**src/hw/rtl/fbba_pkg.sv**
```systemverilog
// shared types, constants and helper functions of the flash block allocator
`default_nettype none

package fbba_pkg;

  // default number of 32-bit words in each bitmap
  localparam int MAP_WORDS_DEF = 32;

  // fixed field and position widths
  localparam int POS_W    = 11;  // block position and next-fit pointer
  localparam int BIT_W    = 5;   // bit within a map word
  localparam int WORD_W   = 6;   // word index of a position
  localparam int WORD_X_W = 7;   // word index of a range limit
  localparam int LIM_W    = 12;  // scan range limits, up to 2048
  localparam int IDX_W    = 16;
  localparam int BLOCK_W  = 10;
  localparam int CFG_W    = 11;
  localparam int ENTRY_W  = 64;  // erase word over free word

  localparam logic [IDX_W-1:0] NULL_MARK = 16'hFFFF;

  // request kinds
  typedef enum logic [1:0] {
    K_ALLOC   = 2'd0,
    K_MARK    = 2'd1,
    K_UNDO    = 2'd2,
    K_RECLAIM = 2'd3
  } kind_t;

  // result status codes
  typedef enum logic [1:0] {
    ST_OK    = 2'd0,
    ST_NONE  = 2'd1,
    ST_RANGE = 2'd2
  } status_t;

  // configuration register indexes
  typedef enum logic {
    CFG_BLOCK_COUNT = 1'b0,
    CFG_ERASES_DONE = 1'b1
  } cfg_index_t;

  // controller states
  typedef enum logic [2:0] {
    S_IDLE,
    S_SCAN,
    S_MREAD,
    S_WRITE,
    S_DONE
  } state_t;

  // map memory access from the controller
  typedef struct packed {
    logic               rd_en;
    logic [WORD_W-1:0]  rd_addr;
    logic               wr_en;
    logic [WORD_W-1:0]  wr_addr;
    logic [ENTRY_W-1:0] wr_data;
  } mem_req_t;

  // one result item
  typedef struct packed {
    status_t            status;
    logic [BLOCK_W-1:0] block;
    logic               erase;
  } result_t;

  // index of the lowest set bit, five halving steps
  function automatic logic [BIT_W-1:0] lowest_set(input logic [31:0] v);
    logic [31:0]      t;
    logic [BIT_W-1:0] idx;
    t   = v;
    idx = '0;
    if (t[15:0] == 16'h0) begin
      idx[4] = 1'b1;
      t      = t >> 16;
    end
    if (t[7:0] == 8'h0) begin
      idx[3] = 1'b1;
      t      = t >> 8;
    end
    if (t[3:0] == 4'h0) begin
      idx[2] = 1'b1;
      t      = t >> 4;
    end
    if (t[1:0] == 2'h0) begin
      idx[1] = 1'b1;
      t      = t >> 2;
    end
    if (t[0] == 1'b0) begin
      idx[0] = 1'b1;
    end
    return idx;
  endfunction

  // bits of a word whose positions lie in [lo, hi)
  function automatic logic [31:0] range_mask(input logic [WORD_W-1:0] word,
                                             input logic [LIM_W-1:0]  lo,
                                             input logic [LIM_W-1:0]  hi);
    logic [WORD_X_W-1:0] wx;
    logic [WORD_X_W-1:0] lo_w;
    logic [WORD_X_W-1:0] hi_w;
    logic [31:0]         ge;
    logic [31:0]         lt;
    wx   = {1'b0, word};
    lo_w = lo[LIM_W-1:BIT_W];
    hi_w = hi[LIM_W-1:BIT_W];
    if (lo_w < wx) begin
      ge = '1;
    end else if (lo_w == wx) begin
      ge = 32'hFFFF_FFFF << lo[BIT_W-1:0];
    end else begin
      ge = '0;
    end
    if (hi_w > wx) begin
      lt = '1;
    end else if (hi_w == wx) begin
      lt = ~(32'hFFFF_FFFF << hi[BIT_W-1:0]);
    end else begin
      lt = '0;
    end
    return ge & lt;
  endfunction

endpackage

`default_nettype wire

```
**src/hw/rtl/fbba_map_mem.sv**
```systemverilog
// bitmap memory: free and erase words side by side, registered read
`default_nettype none

module fbba_map_mem #(
  parameter int MAP_WORDS = fbba_pkg::MAP_WORDS_DEF
) (
  input  wire logic                           clk,
  input  wire logic                           rst,
  input  wire fbba_pkg::mem_req_t             req,
  output logic [fbba_pkg::ENTRY_W-1:0]        rdata
);

  localparam int AW = (MAP_WORDS > 1) ? $clog2(MAP_WORDS) : 1;

  logic [fbba_pkg::ENTRY_W-1:0] mem [MAP_WORDS];
  logic [MAP_WORDS-1:0]         valid;
  logic [fbba_pkg::ENTRY_W-1:0] q;
  logic                         q_valid;

  // write port
  always_ff @(posedge clk) begin
    if (req.wr_en) begin
      mem[req.wr_addr[AW-1:0]] <= req.wr_data;
    end
  end

  // per-word written flags, unwritten words read as all ones
  always_ff @(posedge clk) begin
    if (rst) begin
      valid <= '0;
    end else if (req.wr_en) begin
      valid[req.wr_addr[AW-1:0]] <= 1'b1;
    end
  end

  // read port with forwarding of a same-cycle write
  always_ff @(posedge clk) begin
    if (req.rd_en) begin
      if (req.wr_en && (req.wr_addr == req.rd_addr)) begin
        q       <= req.wr_data;
        q_valid <= 1'b1;
      end else begin
        q       <= mem[req.rd_addr[AW-1:0]];
        q_valid <= valid[req.rd_addr[AW-1:0]];
      end
    end
  end

  assign rdata = q_valid ? q : '1;

endmodule

`default_nettype wire

```
**src/hw/rtl/fbba_ctrl.sv**
```systemverilog
// request sequencer: next-fit and reclaim scans, mark updates, read-modify-write
`default_nettype none

module fbba_ctrl #(
  parameter int MAP_WORDS = fbba_pkg::MAP_WORDS_DEF
) (
  input  wire logic                           clk,
  input  wire logic                           rst,
  input  wire logic                           in_valid,
  input  wire logic [1:0]                     kind,
  input  wire logic [fbba_pkg::IDX_W-1:0]     block_index,
  output logic                                in_stall,
  input  wire logic [fbba_pkg::POS_W-1:0]     block_count,
  input  wire logic                           erases_done,
  output fbba_pkg::mem_req_t                  mem_req,
  input  wire logic [fbba_pkg::ENTRY_W-1:0]   mem_rdata,
  input  wire logic                           out_ready,
  output logic                                push,
  output fbba_pkg::result_t                   push_data
);

  localparam int POS_W    = fbba_pkg::POS_W;
  localparam int BIT_W    = fbba_pkg::BIT_W;
  localparam int WORD_W   = fbba_pkg::WORD_W;
  localparam int WORD_X_W = fbba_pkg::WORD_X_W;
  localparam int LIM_W    = fbba_pkg::LIM_W;
  localparam int IDX_W    = fbba_pkg::IDX_W;
  localparam int ENTRY_W  = fbba_pkg::ENTRY_W;
  localparam int BLOCK_W  = fbba_pkg::BLOCK_W;

  localparam logic [LIM_W-1:0]    MAP_BITS   = LIM_W'(MAP_WORDS * 32);
  localparam logic [IDX_W-1:0]    MAP_BITS_X = IDX_W'(MAP_WORDS * 32);
  localparam logic [WORD_X_W-1:0] LAST_WORD  = WORD_X_W'(MAP_WORDS - 1);

  fbba_pkg::state_t  state, state_next;
  fbba_pkg::kind_t   kind_q, kind_q_next;
  fbba_pkg::result_t res, res_next;

  logic [POS_W-1:0]   ptr, ptr_next;
  logic [POS_W-1:0]   start_s, start_s_next;
  logic [LIM_W-1:0]   lo, lo_next;
  logic [LIM_W-1:0]   hi, hi_next;
  logic [WORD_W-1:0]  last_w, last_w_next;
  logic [WORD_W-1:0]  issue_w, issue_w_next;
  logic               issue_act, issue_act_next;
  logic               pend, pend_next;
  logic [WORD_W-1:0]  pend_w, pend_w_next;
  logic               phase_b, phase_b_next;
  logic               phase_empty, phase_empty_next;
  logic [WORD_W-1:0]  found_w, found_w_next;
  logic [BIT_W-1:0]   found_bit, found_bit_next;
  logic [ENTRY_W-1:0] hold, hold_next;

  logic               accept;
  logic               idx_null;
  logic               idx_range;
  logic               mark_hit;
  logic [POS_W-1:0]   s_acc;
  logic [LIM_W-1:0]   setup_lo;
  logic [LIM_W-1:0]   setup_hi;
  logic [LIM_W-1:0]   hi_m1;
  logic [WORD_X_W-1:0] setup_first;
  logic [WORD_X_W-1:0] setup_last;
  logic               setup_empty;
  logic [31:0]        sel_bits;
  logic [31:0]        masked;
  logic               found;
  logic               phase_end;
  logic               go_b;
  logic               scan_issue;
  logic [31:0]        bit_mask;
  logic [POS_W-1:0]   pos;

  // request decode
  assign accept    = in_valid && (state == fbba_pkg::S_IDLE);
  assign idx_null  = (block_index == fbba_pkg::NULL_MARK);
  assign idx_range = !idx_null && (block_index >= MAP_BITS_X);
  assign mark_hit  = ((kind == fbba_pkg::K_MARK) || (kind == fbba_pkg::K_UNDO)) &&
                     !idx_null && !idx_range;
  assign s_acc     = (ptr >= block_count) ? '0 : ptr;

  // scan range of the phase about to start
  always_comb begin
    if (state == fbba_pkg::S_SCAN) begin
      setup_lo = '0;
      setup_hi = {1'b0, start_s};
    end else if (kind == fbba_pkg::K_RECLAIM) begin
      setup_lo = '0;
      setup_hi = MAP_BITS;
    end else begin
      setup_lo = {1'b0, s_acc};
      setup_hi = {1'b0, block_count};
    end
    hi_m1       = setup_hi - LIM_W'(1);
    setup_first = setup_lo[LIM_W-1:BIT_W];
    setup_last  = (hi_m1[LIM_W-1:BIT_W] > LAST_WORD) ? LAST_WORD : hi_m1[LIM_W-1:BIT_W];
    setup_empty = (setup_hi <= setup_lo) || (setup_first > LAST_WORD);
  end

  // word evaluation of the scan
  assign sel_bits   = (kind_q == fbba_pkg::K_ALLOC) ? mem_rdata[31:0] : ~mem_rdata[63:32];
  assign masked     = sel_bits & fbba_pkg::range_mask(pend_w, lo, hi);
  assign found      = pend && !phase_empty && (masked != 32'h0);
  assign phase_end  = phase_empty || (pend && !found && (pend_w == last_w));
  assign go_b       = (kind_q == fbba_pkg::K_ALLOC) && !phase_b && (start_s != '0);
  assign scan_issue = (state == fbba_pkg::S_SCAN) && !found && !phase_end && issue_act;
  assign bit_mask   = 32'h1 << found_bit;
  assign pos        = {found_w, found_bit};

  // next state
  always_comb begin
    state_next = state;
    case (state)
      fbba_pkg::S_IDLE: begin
        if (accept) begin
          if ((kind == fbba_pkg::K_ALLOC) || (kind == fbba_pkg::K_RECLAIM)) begin
            state_next = fbba_pkg::S_SCAN;
          end else if (mark_hit) begin
            state_next = fbba_pkg::S_MREAD;
          end else begin
            state_next = fbba_pkg::S_DONE;
          end
        end
      end
      fbba_pkg::S_SCAN: begin
        if (found) begin
          state_next = fbba_pkg::S_WRITE;
        end else if (phase_end && !go_b) begin
          state_next = fbba_pkg::S_DONE;
        end
      end
      fbba_pkg::S_MREAD: begin
        state_next = fbba_pkg::S_WRITE;
      end
      fbba_pkg::S_WRITE: begin
        state_next = fbba_pkg::S_DONE;
      end
      fbba_pkg::S_DONE: begin
        if (out_ready) begin
          state_next = fbba_pkg::S_IDLE;
        end
      end
      default: begin
        state_next = fbba_pkg::S_IDLE;
      end
    endcase
  end

  // datapath registers
  always_comb begin
    kind_q_next      = kind_q;
    res_next         = res;
    ptr_next         = ptr;
    start_s_next     = start_s;
    lo_next          = lo;
    hi_next          = hi;
    last_w_next      = last_w;
    issue_w_next     = issue_w;
    issue_act_next   = issue_act;
    pend_next        = pend;
    pend_w_next      = pend_w;
    phase_b_next     = phase_b;
    phase_empty_next = phase_empty;
    found_w_next     = found_w;
    found_bit_next   = found_bit;
    hold_next        = hold;
    case (state)
      fbba_pkg::S_IDLE: begin
        if (accept) begin
          kind_q_next      = fbba_pkg::kind_t'(kind);
          res_next         = '{status: fbba_pkg::ST_OK, block: '0, erase: 1'b0};
          phase_b_next     = 1'b0;
          pend_next        = 1'b0;
          start_s_next     = s_acc;
          lo_next          = setup_lo;
          hi_next          = setup_hi;
          last_w_next      = setup_last[WORD_W-1:0];
          issue_w_next     = setup_first[WORD_W-1:0];
          issue_act_next   = !setup_empty;
          phase_empty_next = setup_empty;
          found_w_next     = block_index[POS_W-1:BIT_W];
          found_bit_next   = block_index[BIT_W-1:0];
          if (idx_range && (kind != fbba_pkg::K_ALLOC) && (kind != fbba_pkg::K_RECLAIM)) begin
            res_next.status = fbba_pkg::ST_RANGE;
          end
        end
      end
      fbba_pkg::S_SCAN: begin
        if (found) begin
          found_w_next   = pend_w;
          found_bit_next = fbba_pkg::lowest_set(masked);
          hold_next      = mem_rdata;
          pend_next      = 1'b0;
        end else if (phase_end) begin
          pend_next = 1'b0;
          if (go_b) begin
            // wrapped part of the next-fit scan, below the start
            phase_b_next     = 1'b1;
            lo_next          = setup_lo;
            hi_next          = setup_hi;
            last_w_next      = setup_last[WORD_W-1:0];
            issue_w_next     = setup_first[WORD_W-1:0];
            issue_act_next   = !setup_empty;
            phase_empty_next = setup_empty;
          end else begin
            res_next.status = fbba_pkg::ST_NONE;
            if ((kind_q == fbba_pkg::K_ALLOC) && (block_count != '0)) begin
              ptr_next = (start_s == '0) ? block_count : start_s;
            end
          end
        end else if (scan_issue) begin
          issue_w_next   = issue_w + WORD_W'(1);
          issue_act_next = (issue_w != last_w);
          pend_next      = 1'b1;
          pend_w_next    = issue_w;
        end else begin
          pend_next = 1'b0;
        end
      end
      fbba_pkg::S_MREAD: begin
        hold_next = mem_rdata;
      end
      fbba_pkg::S_WRITE: begin
        if (kind_q == fbba_pkg::K_ALLOC) begin
          res_next.block = pos[BLOCK_W-1:0];
          ptr_next       = pos + POS_W'(1);
        end else if (kind_q == fbba_pkg::K_RECLAIM) begin
          res_next.block = pos[BLOCK_W-1:0];
          res_next.erase = !erases_done;
        end
      end
      default: begin
      end
    endcase
  end

  // memory access, handshake and result push
  always_comb begin
    mem_req.rd_en   = scan_issue || (accept && mark_hit);
    mem_req.rd_addr = (state == fbba_pkg::S_SCAN) ? issue_w : block_index[POS_W-1:BIT_W];
    mem_req.wr_en   = (state == fbba_pkg::S_WRITE);
    mem_req.wr_addr = found_w;
    case (kind_q)
      fbba_pkg::K_ALLOC:   mem_req.wr_data = {hold[63:32], hold[31:0] & ~bit_mask};
      fbba_pkg::K_MARK:    mem_req.wr_data = {hold[63:32] & ~bit_mask, hold[31:0]};
      fbba_pkg::K_UNDO:    mem_req.wr_data = {hold[63:32] | bit_mask, hold[31:0]};
      fbba_pkg::K_RECLAIM: mem_req.wr_data = {hold[63:32] | bit_mask, hold[31:0] | bit_mask};
      default:             mem_req.wr_data = hold;
    endcase
    in_stall  = (state != fbba_pkg::S_IDLE);
    push      = (state == fbba_pkg::S_DONE) && out_ready;
    push_data = res;
  end

  // control registers
  always_ff @(posedge clk) begin
    if (rst) begin
      state     <= fbba_pkg::S_IDLE;
      ptr       <= '0;
      issue_act <= 1'b0;
      pend      <= 1'b0;
    end else begin
      state     <= state_next;
      ptr       <= ptr_next;
      issue_act <= issue_act_next;
      pend      <= pend_next;
    end
  end

  // payload registers
  always_ff @(posedge clk) begin
    kind_q      <= kind_q_next;
    res         <= res_next;
    start_s     <= start_s_next;
    lo          <= lo_next;
    hi          <= hi_next;
    last_w      <= last_w_next;
    issue_w     <= issue_w_next;
    pend_w      <= pend_w_next;
    phase_b     <= phase_b_next;
    phase_empty <= phase_empty_next;
    found_w     <= found_w_next;
    found_bit   <= found_bit_next;
    hold        <= hold_next;
  end

  // an allocated block was free in the word that gets written back
  a_alloc_free: assert property (@(posedge clk) disable iff (rst)
    (state == fbba_pkg::S_WRITE) && (kind_q == fbba_pkg::K_ALLOC) |-> hold[{1'b0, found_bit}])
    else $error("allocate claims a block that is not free");

  // a reclaimed block was marked
  a_reclaim_marked: assert property (@(posedge clk) disable iff (rst)
    (state == fbba_pkg::S_WRITE) && (kind_q == fbba_pkg::K_RECLAIM) |->
      !hold[{1'b1, found_bit}])
    else $error("reclaim frees a block that is not marked");

  // allocation stays inside the pool
  a_alloc_in_pool: assert property (@(posedge clk) disable iff (rst)
    (state == fbba_pkg::S_WRITE) && (kind_q == fbba_pkg::K_ALLOC) |-> (pos < block_count))
    else $error("allocated block beyond block count");

  // map reads, scan and mark, stay inside the map
  a_read_in_map: assert property (@(posedge clk) disable iff (rst)
    mem_req.rd_en |-> ({1'b0, mem_req.rd_addr} <= LAST_WORD))
    else $error("map read beyond last word");

endmodule

`default_nettype wire

```
**src/hw/rtl/fbba_out_reg.sv**
```systemverilog
// result output register between the sequencer and the result channel
`default_nettype none

module fbba_out_reg (
  input  wire logic                          clk,
  input  wire logic                          rst,
  input  wire logic                          push,
  input  wire fbba_pkg::result_t             push_data,
  output logic                               ready,
  output logic                               out_valid,
  input  wire logic                          out_stall,
  output logic [1:0]                         status,
  output logic [fbba_pkg::BLOCK_W-1:0]       result_block,
  output logic                               erase_needed
);

  logic              full;
  fbba_pkg::result_t data;

  // slot frees up when the held result is taken
  assign ready = !full || !out_stall;

  always_ff @(posedge clk) begin
    if (rst) begin
      full <= 1'b0;
    end else if (push) begin
      full <= 1'b1;
    end else if (!out_stall) begin
      full <= 1'b0;
    end
  end

  always_ff @(posedge clk) begin
    if (push) begin
      data <= push_data;
    end
  end

  assign out_valid    = full;
  assign status       = data.status;
  assign result_block = data.block;
  assign erase_needed = data.erase;

endmodule

`default_nettype wire

```
**src/hw/rtl/flash_block_bitmap_allocator.sv**
```systemverilog
// top level of the flash block allocator: config registers, sequencer, map memory, output
//
//  port group   direction   handshake            payload
//  request      in          in_valid / in_stall  kind, block_index
//  result       out         out_valid / out_stall status, result_block, erase_needed
//  config       in          cfg_write            cfg_index, cfg_data
//
// allocate and reclaim scan the map through the single read port of the map memory
// (one word a cycle). mark and undo read, modify and write back the addressed word;
// null or out-of-range marks and undos go straight to the result.
// reset is synchronous; no clearing pass, unwritten map words read as all ones.
// a stalled result is held in the output register while the next request runs.
`default_nettype none

module flash_block_bitmap_allocator #(
  parameter int MAP_WORDS = fbba_pkg::MAP_WORDS_DEF
) (
  input  wire logic                          clk,
  input  wire logic                          rst,
  input  wire logic                          cfg_write,
  input  wire logic                          cfg_index,
  input  wire logic [fbba_pkg::CFG_W-1:0]    cfg_data,
  input  wire logic                          in_valid,
  output logic                               in_stall,
  input  wire logic [1:0]                    kind,
  input  wire logic [fbba_pkg::IDX_W-1:0]    block_index,
  output logic                               out_valid,
  input  wire logic                          out_stall,
  output logic [1:0]                         status,
  output logic [fbba_pkg::BLOCK_W-1:0]       result_block,
  output logic                               erase_needed
);

  logic [fbba_pkg::POS_W-1:0]   block_count;
  logic                         erases_done;
  fbba_pkg::mem_req_t           mem_req;
  logic [fbba_pkg::ENTRY_W-1:0] mem_rdata;
  logic                         out_ready;
  logic                         push;
  fbba_pkg::result_t            push_data;

  // configuration registers
  always_ff @(posedge clk) begin
    if (rst) begin
      block_count <= '0;
      erases_done <= 1'b0;
    end else if (cfg_write) begin
      case (fbba_pkg::cfg_index_t'(cfg_index))
        fbba_pkg::CFG_BLOCK_COUNT: block_count <= cfg_data[fbba_pkg::POS_W-1:0];
        fbba_pkg::CFG_ERASES_DONE: erases_done <= cfg_data[0];
        default: begin
        end
      endcase
    end
  end

  // request sequencer
  fbba_ctrl #(
    .MAP_WORDS (MAP_WORDS)
  ) u_ctrl (
    .clk         (clk),
    .rst         (rst),
    .in_valid    (in_valid),
    .kind        (kind),
    .block_index (block_index),
    .in_stall    (in_stall),
    .block_count (block_count),
    .erases_done (erases_done),
    .mem_req     (mem_req),
    .mem_rdata   (mem_rdata),
    .out_ready   (out_ready),
    .push        (push),
    .push_data   (push_data)
  );

  // free and erase bitmaps
  fbba_map_mem #(
    .MAP_WORDS (MAP_WORDS)
  ) u_map_mem (
    .clk   (clk),
    .rst   (rst),
    .req   (mem_req),
    .rdata (mem_rdata)
  );

  // result register
  fbba_out_reg u_out_reg (
    .clk          (clk),
    .rst          (rst),
    .push         (push),
    .push_data    (push_data),
    .ready        (out_ready),
    .out_valid    (out_valid),
    .out_stall    (out_stall),
    .status       (status),
    .result_block (result_block),
    .erase_needed (erase_needed)
  );

endmodule

`default_nettype wire
```
**config.mk**
```make
export PLATFORM = sky130hd
export DESIGN_NAME = flash_block_bitmap_allocator
export DESIGN_NICKNAME = d
export VERILOG_FILES = /design/src/hw/rtl/fbba_pkg.sv /design/src/hw/rtl/fbba_map_mem.sv /design/src/hw/rtl/fbba_ctrl.sv /design/src/hw/rtl/fbba_out_reg.sv /design/src/hw/rtl/flash_block_bitmap_allocator.sv
export SDC_FILE = /design/constraint.sdc
export NUM_CORES = 2
export LEC_CHECK = 0
export ABC_AREA = 1
export BUFFER_PORTS_ARGS = -buffer_cell sky130_fd_sc_hd__buf_4
export CORE_MARGIN = 3
export CORE_UTILIZATION = 40
export CTS_BUF_LIST = sky130_fd_sc_hd__clkbuf_4 sky130_fd_sc_hd__clkbuf_8 sky130_fd_sc_hd__clkbuf_16
export CTS_CLUSTER_SIZE = 16
export DETAILED_ROUTE_END_ITERATION = 16
export PLACE_DENSITY = 0.54
export SLEW_MARGIN = 15
export SYNTH_ARGS = -nofsm -noshare
export SYNTH_HDL_FRONTEND = slang
export SYNTH_SLANG_ARGS = --single-unit
```
**constraint.sdc**
```tcl
create_clock -name clk -period 9.15 [get_ports clk]
set_input_delay 1.83 -clock clk [delete_from_list [all_inputs] [get_ports clk]]
set_output_delay 1.83 -clock clk [all_outputs]
set_load 0.05 [all_outputs]
```
==> results.sh <==
export IMPL_grt_max_degree=181
export IMPL_die_area_mm2=0.2435
export IMPL_synth_seq_cells=2330
export IMPL_worstSetupPathType="flip-flop to flip-flop"
export IMPL_h_tree_depth=4
export IMPL_die_w_um=493.5
export IMPL_drive_above_1_share_pct=8.802
export IMPL_r2r_end="u_map_mem.q[42]"
export IMPL_r2r_start="u_ctrl.kind_q[0]"
export IMPL_cts_setup_buffers=0
export IMPL_initial_core_util_pct=40.30
export IMPL_cts_tree="yes"
export IMPL_track_usage_pct=23.42
export IMPL_maxSlewHeadroom_pct=16.89
export IMPL_whs_endpoint="u_out_reg.result_block[5]"
export IMPL_dp_cells=10457
export IMPL_final_hold_violation_count=0
export IMPL_fin_nets=7625
export IMPL_drtIter0Drc=6971
export IMPL_first_global_vias=59049
export IMPL_cp_required_ps=9620
export IMPL_clk_path_buf_depth=3
export IMPL_finalMaxSlewViolations=0
export IMPL_cts_sinks=2330
export IMPL_cts_resized=0
export IMPL_ff2ff_setup_slack_ps=3550
export IMPL_fin_skew_ps=60.63
export IMPL_ff2ff_path_depth=18
export IMPL_finalPower_uw=27300
export IMPL_syn2layout_area_growth_pct=12.31
export IMPL_die_y_um=493.5
export IMPL_placed_cell_area_mm2=0.09903
export IMPL_outcome="finished, final reports clean"
export IMPL_via_per_inst=5.808
export IMPL_setup_violations=0
export IMPL_rsz0062_at_grt="no"
export IMPL_tns_ps=0
export IMPL_layout_common_cells="2269 x edfxtp_1, 1972 x nor2_1, 863 x o21ai_0"
export IMPL_drt_total_wl_mm=293.1
export IMPL_synth_edff_count=2269
export IMPL_netlist_instances=7635
export IMPL_hold_class="flip-flop to flip-flop"
export IMPL_ys_flop_type="edfxtp_1"
export IMPL_p_per_area_mw_per_mm2=255.7
export IMPL_gp_congestion=0.9067
export IMPL_mostFrequentLayoutCell="edfxtp_1"
export IMPL_ir_drop_mv=0.2176
export IMPL_hpwl_mm=149.8
export IMPL_period_needed_ps=5601
export IMPL_hold_buffers=0
export IMPL_fin_crit_sh_pct=61.21
export IMPL_drtPass1Iterations=6
export IMPL_critPathMaxFanout=41
export IMPL_grt_overflow=0
export IMPL_ys_warn_count=0
export IMPL_cts_buffers=233
export IMPL_rows=178
export IMPL_worstHoldStart="u_ctrl.push_data[6]"
export IMPL_cp_arrival_ps=6070
export IMPL_yosys_cell_types_count=56
export IMPL_critPathLaunchType="flip-flop"
export IMPL_antenna_found_initial=5
export IMPL_antenna_left=0
export IMPL_fin_cells=10890
export IMPL_wl_per_cell_um=26.92
export IMPL_fin_hold_ws_ps=415.5
export IMPL_seqCellArea_mm2=0.06936
export IMPL_fillers=21251
export IMPL_synthArstFlopShare_pct=0
export IMPL_clock_fmax_ghz=0.1785
export IMPL_path_clk_slew_ps=60
export IMPL_grt_pass1_wl_mm=420.4
export IMPL_portBuffers=49
export IMPL_end_kind="flip-flop"
export IMPL_io_pins=50
export IMPL_cap_viol_max_count=0
export IMPL_cts_root_buf="clkbuf_16"
export IMPL_yosysSeqAreaShare_pct=72.96
export IMPL_vias=63250
export IMPL_final_area_mm2=0.1068
export IMPL_worst_skew_pair_late_latency_ps=900
export IMPL_synthesis_nets=7717
export IMPL_synth_area_mm2=0.09506
export IMPL_core_area_mm2=0.2359
export IMPL_power_leakage_uw=0.03515
export IMPL_multiInputGateArea_mm2=0.02318
export IMPL_drc=0
export IMPL_whs_path_depth=0
export IMPL_syn_avg_cell_area_um2=12.45
export IMPL_worst_slew_pin_slew_ps=1242
[registers in the layout, summed over array words and instances, names as in the netlist, 11 cells and up]
signal,flops
u_map_mem.mem,2048
u_ctrl.push_data,13
u_ctrl.hold,64
u_ctrl.hi,11
u_map_mem.valid,32
block_count,11
u_ctrl.lo,11
u_map_mem.q,64
u_ctrl.start_s,11
u_ctrl.ptr,11
[stage by stage]
stage               utilization, %  setup WS, ps
finish                       45.26          3549
detailed placement           41.99          3684
global route                 45.26          3249
global placement             41.99          3670
CTS                          45.24          3615
floorplan                        -          1685
[cells in the mapped netlist (7+ instances only)]
cell | n | share of area, %
or2_1 | 20 | 0.13
nor4_1 | 10 | 0.066
edfxtp_1 | 2269 | 72
o32ai_1 | 515 | 4.7
nand3_1 | 69 | 0.36
clkbuf_1 | 432 | 1.7
dfxtp_1 | 61 | 1.3
nor2_1 | 2004 | 7.9
a32o_1 | 14 | 0.15
buf_1 | 37 | 0.15
o221ai_1 | 23 | 0.21
o21a_1 | 17 | 0.13
a22oi_1 | 12 | 0.095
or2_2 | 34 | 0.22
nand4_1 | 16 | 0.11
ha_1 | 47 | 0.62
o22ai_1 | 129 | 0.85
inv_1 | 221 | 0.87
o211ai_1 | 9 | 0.071
o31ai_1 | 14 | 0.11
o21ai_1 | 29 | 0.15
nand2_1 | 503 | 2.0
xor2_1 | 8 | 0.074
o21ai_0 | 864 | 4.5
buf_2 | 41 | 0.22
inv_2 | 8 | 0.032
nor3_1 | 45 | 0.24
a21oi_1 | 98 | 0.52
nor2_4 | 7 | 0.083
[routing by layer]
layer | vias up | GRT usage, % | part of all wire [%]
li1 | 27976 | - | -
met1 | 32354 | 34.61 | 45
met5 | - | 0 | 0.0024
met3 | 392 | 3.138 | 7.2
met2 | 2526 | 36.34 | 46
met4 | 2 | 6.524 | 2.6
[power by group]
group          total, uW  internal [uW]  switching, uW
clock               9540           5420           4120
combinational       5370           1420           3950
sequential         12400          12200            154
[logic make-up after synthesis]
logic type,after synthesis,synth area share (%)
DFF,2330,72.96
xor gates and xnor gates,11,0.1014
buffers and inverters,749,3.060
and+or+nand+nor,2730,11.31
other,1,0.003945
AOI/OAI and AO/OA,1767,11.95
adders and majority gates,47,0.6186
[critical path, cell delays in order (launching register included)]
cell	delay, ps
edfxtp_1	520
inv_1	160
ha_4	320
inv_2	140
buf_4	500
o21ai_0	270
o21ai_0	130
a21oi_1	60
nand3_1	100
nand2_1	120
nor2_4	120
nand4_2	270
a31oi_2	280
nand3_2	160
nand3_2	120
nand3_1	180
o21ai_4	110
buf_4	680
buf_4	800
[worst max-delay path by stage]
stage	start	endpoint	slack, ps	cells past startpoint
floorplan	block_index[12]	u_map_mem.q[0]	1680	3
global placement	u_ctrl.pend_w[5]	u_map_mem.q[44]	3670	17
detailed placement	u_ctrl.pend_w[5]	u_map_mem.q[44]	3680	17
CTS	u_ctrl.pend_w[5]	u_map_mem.q[42]	3610	17
global route	u_ctrl.kind_q[0]	u_map_mem.q[42]	3250	18
finish	u_ctrl.kind_q[0]	u_map_mem.q[42]	3550	18
[area by class of cell]
| type | instances | share of cell area (%) |
|---|---|---|
| flip-flops and latches | 2330 | 64.97 |
| multi-input cells | 4556 | 21.71 |
| clock buffers | 274 | 5.800 |
| well taps | 3150 | 3.692 |
| repair buffers | 192 | 1.603 |
| clock inverters | 155 | 1.385 |
| inverters | 230 | 0.8368 |
| diodes | 3 | 0.007032 |
No activity file was read; power rests on OpenSTA's default activity.
